===== config.mk =====
export PLATFORM = sky130hd
export DESIGN_NAME = mba_divider
export DESIGN_NICKNAME = d
export VERILOG_FILES = /design/src/hdl/mosaic_block_average_macros.svh /design/src/hdl/mba_pkg.sv /design/src/hdl/mba_divider.sv
export SDC_FILE = /design/constraint.sdc
export NUM_CORES = 1
export LEC_CHECK = 0
export BUFFER_PORTS_ARGS = -buffer_cell sky130_fd_sc_hd__clkbuf_2
export CORE_ASPECT_RATIO = 0.7
export CORE_UTILIZATION = 57
export CTS_CLUSTER_DIAMETER = 50
export DETAILED_ROUTE_END_ITERATION = 10
export PLACE_DENSITY_LB_ADDON = 0.2
export SLEW_MARGIN = 15
export SYNTH_ARGS = -nofsm -noshare
export SYNTH_HDL_FRONTEND = slang
export SYNTH_SLANG_ARGS = --single-unit

===== constraint.sdc =====
create_clock -name clock -period 5.25 [get_ports clock]
set_clock_uncertainty 0.1 [all_clocks]
set_input_delay 0.525 -clock clock [delete_from_list [all_inputs] [get_ports clock]]
set_output_delay 0.525 -clock clock [all_outputs]
set_load 0.05 [all_outputs]

===== src/hdl/mosaic_block_average_macros.svh =====
// Assertion helpers for the block's built-in checks.
`ifndef MOSAIC_BLOCK_AVERAGE_MACROS_SVH
`define MOSAIC_BLOCK_AVERAGE_MACROS_SVH

// Same-cycle implication, disabled in reset.
`define MBA_ASSERT_NOW(name, clk, rst, pre, post) \
   name: assert property (@(posedge clk) disable iff (rst) (pre) |-> (post)) \
      else $error("mosaic_block_average: same-cycle check failed");

// Next-cycle implication, disabled in reset.
`define MBA_ASSERT_NEXT(name, clk, rst, pre, post) \
   name: assert property (@(posedge clk) disable iff (rst) (pre) |=> (post)) \
      else $error("mosaic_block_average: next-cycle check failed");

`endif


===== src/hdl/mba_pkg.sv =====
package mba_pkg;

   // geometry limits
   localparam int MAX_WIDTH  = 4096;
   localparam int MAX_HEIGHT = 4096;
   localparam int MAX_BLOCK  = 64;

   // field widths
   localparam int PIX_W  = 8;
   localparam int AVG_W  = 8;
   localparam int DIM_W  = 13;
   localparam int BS_W   = 7;
   localparam int POS_W  = 12;
   localparam int CNT_W  = $clog2(MAX_BLOCK * MAX_BLOCK + 1);
   localparam int SUM_W  = $clog2(MAX_BLOCK * MAX_BLOCK * 255 + 1);
   localparam int X_W    = $clog2(MAX_WIDTH);
   localparam int Y_W    = $clog2(MAX_HEIGHT);
   localparam int OFF_W  = $clog2(MAX_BLOCK);
   localparam int ADDR_W = $clog2(MAX_WIDTH);
   localparam int STEP_W = $clog2(AVG_W);
   localparam int NCH    = 3;

   // register indices
   localparam logic [1:0] CSR_IMAGE_WIDTH  = 2'd0;
   localparam logic [1:0] CSR_IMAGE_HEIGHT = 2'd1;
   localparam logic [1:0] CSR_BLOCK_SIZE   = 2'd2;
   localparam logic [1:0] CSR_COLOR_MODE   = 2'd3;

   typedef enum logic [1:0] {
      DIV_IDLE,
      DIV_RUN,
      DIV_DONE
   } div_state_type;

   typedef logic [SUM_W-1:0] sum_type;
   typedef logic [AVG_W-1:0] avg_type;

   typedef struct packed {
      logic             valid;
      sum_type [NCH-1:0] sum;
      logic [CNT_W-1:0] cnt;
      logic [POS_W-1:0] block_col;
      logic [POS_W-1:0] block_row;
      logic             frame_end;
   } div_req_type;

   typedef struct packed {
      logic busy;
      logic done;
   } div_stat_type;

   typedef struct packed {
      avg_type [NCH-1:0] avg;
      logic [CNT_W-1:0]  cnt;
      logic [POS_W-1:0]  block_col;
      logic [POS_W-1:0]  block_row;
      logic              frame_end;
   } div_rsp_type;

endpackage


===== src/hdl/mba_divider.sv =====
// Restoring divider for the three channel means, one quotient bit per cycle.
module mba_divider (
   input  logic                  clock,
   input  logic                  reset,
   input  mba_pkg::div_req_type  div_req,
   input  logic                  div_take,
   output mba_pkg::div_stat_type div_stat,
   output mba_pkg::div_rsp_type  div_rsp
);
   import mba_pkg::*;

   div_state_type     state_ff, state_in;
   logic [STEP_W-1:0] step_ff, step_in;
   sum_type [NCH-1:0] rem_ff, rem_in;
   avg_type [NCH-1:0] quo_ff, quo_in;
   sum_type           dvs_ff, dvs_in;
   logic [CNT_W-1:0]  cnt_ff;
   logic [POS_W-1:0]  bcol_ff, brow_ff;
   logic              fend_ff;

   always_ff @(posedge clock) begin
      if (reset) begin
         state_ff <= DIV_IDLE;
         step_ff  <= '0;
      end else begin
         state_ff <= state_in;
         step_ff  <= step_in;
      end
   end

   always_ff @(posedge clock) begin
      rem_ff <= rem_in;
      quo_ff <= quo_in;
      dvs_ff <= dvs_in;
      if (div_req.valid && state_ff == DIV_IDLE) begin
         cnt_ff  <= div_req.cnt;
         bcol_ff <= div_req.block_col;
         brow_ff <= div_req.block_row;
         fend_ff <= div_req.frame_end;
      end
   end

   always_comb begin
      state_in = state_ff;
      step_in  = step_ff;
      rem_in   = rem_ff;
      quo_in   = quo_ff;
      dvs_in   = dvs_ff;
      case (state_ff)
         DIV_IDLE: begin
            if (div_req.valid) begin
               state_in = DIV_RUN;
               step_in  = '0;
               rem_in   = div_req.sum;
               quo_in   = '0;
               // top quotient bit weight: divisor * 2^(AVG_W-1)
               dvs_in   = SUM_W'({{(SUM_W-CNT_W){1'b0}}, div_req.cnt} << (AVG_W - 1));
            end
         end
         DIV_RUN: begin
            for (int c = 0; c < NCH; c++) begin
               if (rem_ff[c] >= dvs_ff) begin
                  rem_in[c] = rem_ff[c] - dvs_ff;
                  quo_in[c] = {quo_ff[c][AVG_W-2:0], 1'b1};
               end else begin
                  quo_in[c] = {quo_ff[c][AVG_W-2:0], 1'b0};
               end
            end
            dvs_in  = dvs_ff >> 1;
            step_in = step_ff + 1'b1;
            if (step_ff == STEP_W'(AVG_W - 1)) begin
               state_in = DIV_DONE;
            end
         end
         DIV_DONE: begin
            if (div_take) begin
               state_in = DIV_IDLE;
            end
         end
         default: begin
            state_in = DIV_IDLE;
         end
      endcase
   end

   assign div_stat.busy       = (state_ff != DIV_IDLE);
   assign div_stat.done       = (state_ff == DIV_DONE);
   assign div_rsp.avg         = quo_ff;
   assign div_rsp.cnt         = cnt_ff;
   assign div_rsp.block_col   = bcol_ff;
   assign div_rsp.block_row   = brow_ff;
   assign div_rsp.frame_end   = fend_ff;

endmodule


== After elaboration in Yosys (flattened, before gate mapping) ==
Index checks and enable logic that the tools add are counted.
W data, S select, Z words.

* Bitwise operators: 0
* Reduce and logical (&&, ||, !) cells: 9
* Order comparisons: 3
* Equality and inequality tests: 9
* Div/mod/pow operators: 0
* Add/subtract/negate cells: 4
* Shift-type cells: 0
* Multiplexer cells: 18
* Multipliers: 0

{| class="wikitable"
|+ Operators with widths
! cell !! count
|-
| $pmux W60 S2 || 1
|-
| $mux W20 || 4
|-
| $ge A20 B20 Y1 || 3
|-
| $mux W60 || 1
|-
| $sub A20 B20 Y20 || 3
|-
| $pmux W24 S2 || 1
|-
| $pmux W20 S2 || 1
|-
| $mux W24 || 1
|-
| $ne A2 B2 Y1 const B || 6
|-
| $reduce_and A3 Y1 || 4
|-
| $mux W2 || 3
|-
| $pmux W2 S3 || 1
|-
| $pmux W3 S2 || 1
|-
| $reduce_bool A2 Y1 || 2
|-
| $add A3 B1 Y3 const B || 1
|-
| $eq A3 B3 Y1 const B || 1
|-
| $mux W1 || 3
|-
| $mux W3 || 1
|-
| $eq A2 B1 Y1 const B || 1
|-
| $eq A2 B2 Y1 const B || 1
|-
| $logic_not A2 Y1 || 1
|-
| $reduce_and A2 Y1 || 1
|-
| $logic_and A1 B1 Y1 || 1
|}

* Bits in latches: 0
* Output and inout port bits: 64
* Memories kept: 0
* Register bits after elaboration: 147
* Bits of input ports: 102
* Bits in writable memories: 0
* Bits in read-only memories: 0
* Word-level logic and storage cells: 56

== Depth between registers and ports, before layout ==
* Word-level depth: 3
* Gate-level depth with buffers: 10
* Mapped depth without buffers: 10

== Worst setup path before layout ==
OpenSTA, ideal clock, no wires.

* Path kind: register to register
* From: register dvs_ff[0]
* To: register rem_ff[20] in the netlist's numbering, enable pin
* Slack: 1.515 ns
* Clock period less this slack: 3.735 ns
* Buffers on the path: 0
* Arrival: 3.210 ns
* Stages on the path, launching flop included: 9
* Library setup time: 0.425 ns
* Path through: edfxtp_1 ha_1 fa_1 nor2b_1 o31a_2 o311ai_0 o21ai_0 a21oi_1 o21ai_0

* Word-level cells in the longest chain between the ends: 3

{| class="wikitable"
|+ Ends and longest elaborated chain
! element !! RTL line !! RTL
|-
| start: declaration || mba_divider.sv:16 || <nowiki>sum_type dvs_ff, dvs_in;</nowiki>
|-
| start signal: assignment || mba_divider.sv:34 || <nowiki>dvs_ff <= dvs_in;</nowiki>
|-
| $ge A20 B20 Y1 || mba_divider.sv:62 || <nowiki>if (rem_ff[c] >= dvs_ff) begin</nowiki>
|-
| $ne A2 B2 Y1 (no source line) || - ||
|-
| $reduce_and A3 Y1 (no source line) || - ||
|-
| end signal: assignment || mba_divider.sv:32 || <nowiki>rem_ff <= rem_in;</nowiki>
|-
| end: declaration || mba_divider.sv:14 || <nowiki>sum_type [NCH-1:0] rem_ff, rem_in;</nowiki>
|}

No other way between the ends.
A chain may end at the register's enable or synchronous reset.

== Worst setup path in the final report ==
* From: register dvs_ff[0]
* To: register rem_ff[16] in the netlist's numbering, enable pin

Same word-level chain as after synthesis.

==> results_dict.tcl <==
set metrics [dict create \
    status "finished clean" \
    clockBufferDepth 2 \
    critPathMaxStageDelay_ns 0.74 \
    yosys_register_bits 147 \
    synth_cells 877 \
    fin_setup_tns_ns 0 \
    num_vias 7371 \
    p_per_area_nw_per_um2 411 \
    clock_latency_ns 0.43 \
    synth-main-ff-cell "edfxtp_1" \
    tightest_slew_ns 1.08 \
    cts_tree "yes" \
    period_minus_slack_ns 3.42 \
    worstPathArrival_ns 3.36 \
    ir_worst_vdd_mv 0.274 \
    crit_buf_inv 0 \
    hold_violations 0 \
    cts_resized 0 \
    gp_congestion 0.950 \
    antenna_found_initial 0 \
    max_cap_violations 0 \
    r2r_start "dvs_ff[0]" \
    slew_viol_final 0 \
    grt_use_met1_pct 41.8 \
    drtPass1Iterations 5 \
    cts-root-buf "clkbuf_16" \
    critPathMaxFanout 20 \
    final_cell_mix "165 x clkbuf_2, 142 x edfxtp_1, 111 x nand2_1, 74 x o21ai_0, 62 x ha_1" \
    r2r_slack_ns 1.83 \
    synth_nets 1044 \
    ant_nets 0 \
    grt_util_met3_pct 6.61 \
    clock_sinks 147 \
    cp-start-kind "flip-flop" \
    grt_start_max_net_pins 67 \
    cts_buffers 17 \
    use_met2_pct 43.8 \
    rsz0062_at_grt "no" \
    pin_count 166 \
    crit_type "flip-flop to flip-flop" \
    drt-initial-drc-count 687 \
    fmax_mhz 292 \
    reg2regPathDepth 8 \
    die_area_sq_um 16100 \
    dpl.hpwl_mm 16.2 \
    synth_top_area_share_pct 48.0 \
    initial_core_util_pct 59.4 \
    worstSetupEndpoint "rem_ff[16]" \
    drc 0 \
    post-cts-setup-buffer-count 0 \
    grt_pass1_vias 6796 \
    pre_cts_ws_ns 1.82 \
    yosys_warnings 0 \
    end_kind "flip-flop" \
    wl_per_cell_microns 18.4 \
    syn_area_per_cell_sq_um 10.1 \
    wirelength_mm 22.7 \
    drive_gt1_share_pct 21.0 \
    hold_slack_ns 0.167 \
    synth.distinct_cells 65 \
    port_buffers 165 \
    yosysTopAreaCell "edfxtp_1" \
    final_common_cell "clkbuf_2" \
    cts.htree.levels 4 \
    rr_endpoint "rem_ff[16]" \
    syn_to_final_growth_pct 17.6 \
    synth_area_sq_um 8890 \
    slew_headroom_pct 26.2 \
    hold_buffers 0 \
    synth_area_leaders "edfxtp_1 48%, ha_1 8.7%, nand2_1 4.7%" \
    grt_pass1_wl_mm 35.2 \
    synth-edff-count 142 \
    path_common_cell "o31a_1" \
    ys_seq_area_share_pct 49.1 \
    hp-class "input pin to flip-flop" \
    top_usage_layer "met2" \
    die_h_microns 106 \
    grt_usage_pct 29.2 \
    cp_slowest_cell "or2_1" \
    path_delay_family "compound AO/OA/AOI/OAI gates" \
    startpoint "dvs_ff[0]" \
    num_rows 37 \
    n_antenna_cell 0 \
    path_clk_slew_ns 0.08 \
    setup_viol 0 \
    cp.required_ns 5.19 \
    fin_nets 1192 \
    setup_ws_ns 1.83 \
    worstPathCellList "ha_1, fa_1, nor2b_1, o31a_1, o211ai_1, o31ai_1, o31a_1, or2_1" \
    grt.overflow.total 0 \
    power.leakage_nw 4.45 \
    avgViaCountPerCell 5.98 \
    timing.critical_path.depth 8 \
    dieWidth_microns 151 \
    finalCritPeriodShare_pct 65.2 \
    coreArea_sq_um 15000 \
    async_reset_ff_share_pct 0 \
]
[synthesized netlist by cell type (all sizes together) (3+ instances only)]
cell type / n
a2111oi: 7
a211o: 6
a211oi: 9
a21boi: 5
a21o: 19
a21oi: 54
a221oi: 4
a31oi: 7
and2: 22
and3: 6
buf: 12
clkbuf: 29
dfxtp: 5
edfxtp: 142
fa: 3
ha: 62
inv: 49
nand2: 112
nand2b: 8
nand3: 27
nand3b: 3
nand4: 14
nor2: 42
nor2b: 8
nor3: 21
nor3b: 6
o2111ai: 3
o211ai: 6
o21a: 18
o21ai: 76
o21bai: 6
o31a: 6
o31ai: 18
o41ai: 3
or2: 4
or3: 4
xnor2: 18
xor2: 11
[where the power goes]
group	internal [mW]	total [mW]	switching (mW)
registers	1.48	1.53	0.0553
logic	0.540	1.54	1.00
clock network	0.645	1.23	0.581
total	2.66	4.30	1.64
[per-stage QoR]
| step | power [mW] | area [sq um] | instances | util, % |
|---|---|---|---|---|
| after CTS | 4.28 | 10500 | 1233 | 69.9 |
| after global routing | 4.52 | 10500 | 1233 | 69.9 |
| after detailed placement | 3.05 | 9850 | 1201 | 65.9 |
| final | 4.30 | 10500 | 1233 | 69.9 |
| after floorplan | 2.68 | 8890 | 877 | - |
| after global placement | 3.03 | 9850 | 1201 | 65.9 |
[layout make-up]
cell class / count / area (sq um)
sequential: 147 / 4360
tap: 195 / 244
inverter: 49 / 184
multi-input combinational: 640 / 4190
timing repair buffer: 170 / 863
clock inverter: 15 / 176
fill: 1163 / 4500
clock buffer: 17 / 425
[how the worst min path moves through the flow]
stage | from | end | cells past startpoint | slack [ns]
2_1_floorplan | step_ff[1] | step_ff[1] | 2 | 0.35
6_report | div_req[1] | brow_ff[0] | 1 | 0.17
3_5_place_dp | step_ff[2] | step_ff[2] | 2 | 0.37
4_1_cts | div_req[1] | brow_ff[0] | 1 | 0.16
5_1_grt | div_req[7] | brow_ff[6] | 1 | 0.16
3_3_place_gp | step_ff[1] | step_ff[1] | 2 | 0.36
[per-layer routing]
layer | wire [microns] | vias up
met5 | 0 | -
met2 | 9970 | 276
li1 | - | 3565
met3 | 1700 | 37
met4 | 427 | 0
met1 | 10600 | 3493
[logic make-up (layout without fill, tap and decap cells)]
kind of cell,after synthesis,count (layout),synth area share (%)
simple gates,286,286,15.6
compound gates,257,257,18.7
flops,147,147,49.1
buf+inv,90,251,3.90
fa+ha+maj,65,65,9.40
xor+xnor,29,29,2.86
mux,3,3,0.366
[worst reg2reg max path: stages (launching register included)]
cell	delay, ns
edfxtp_1	0.44
ha_1	0.23
fa_1	0.40
nor2b_1	0.17
o31a_1	0.24
o211ai_1	0.15
o31ai_1	0.36
o31a_1	0.20
or2_1	0.74
[registers in the layout (all words and copies together), names as in the netlist]
signal and cells:
rem_ff 60, div_rsp 24, dvs_ff 20, cnt_ff 13, bcol_ff 12, brow_ff 12
step_ff 3, state_ff 2, fend_ff 1
(Power assumes the default switching activity.)
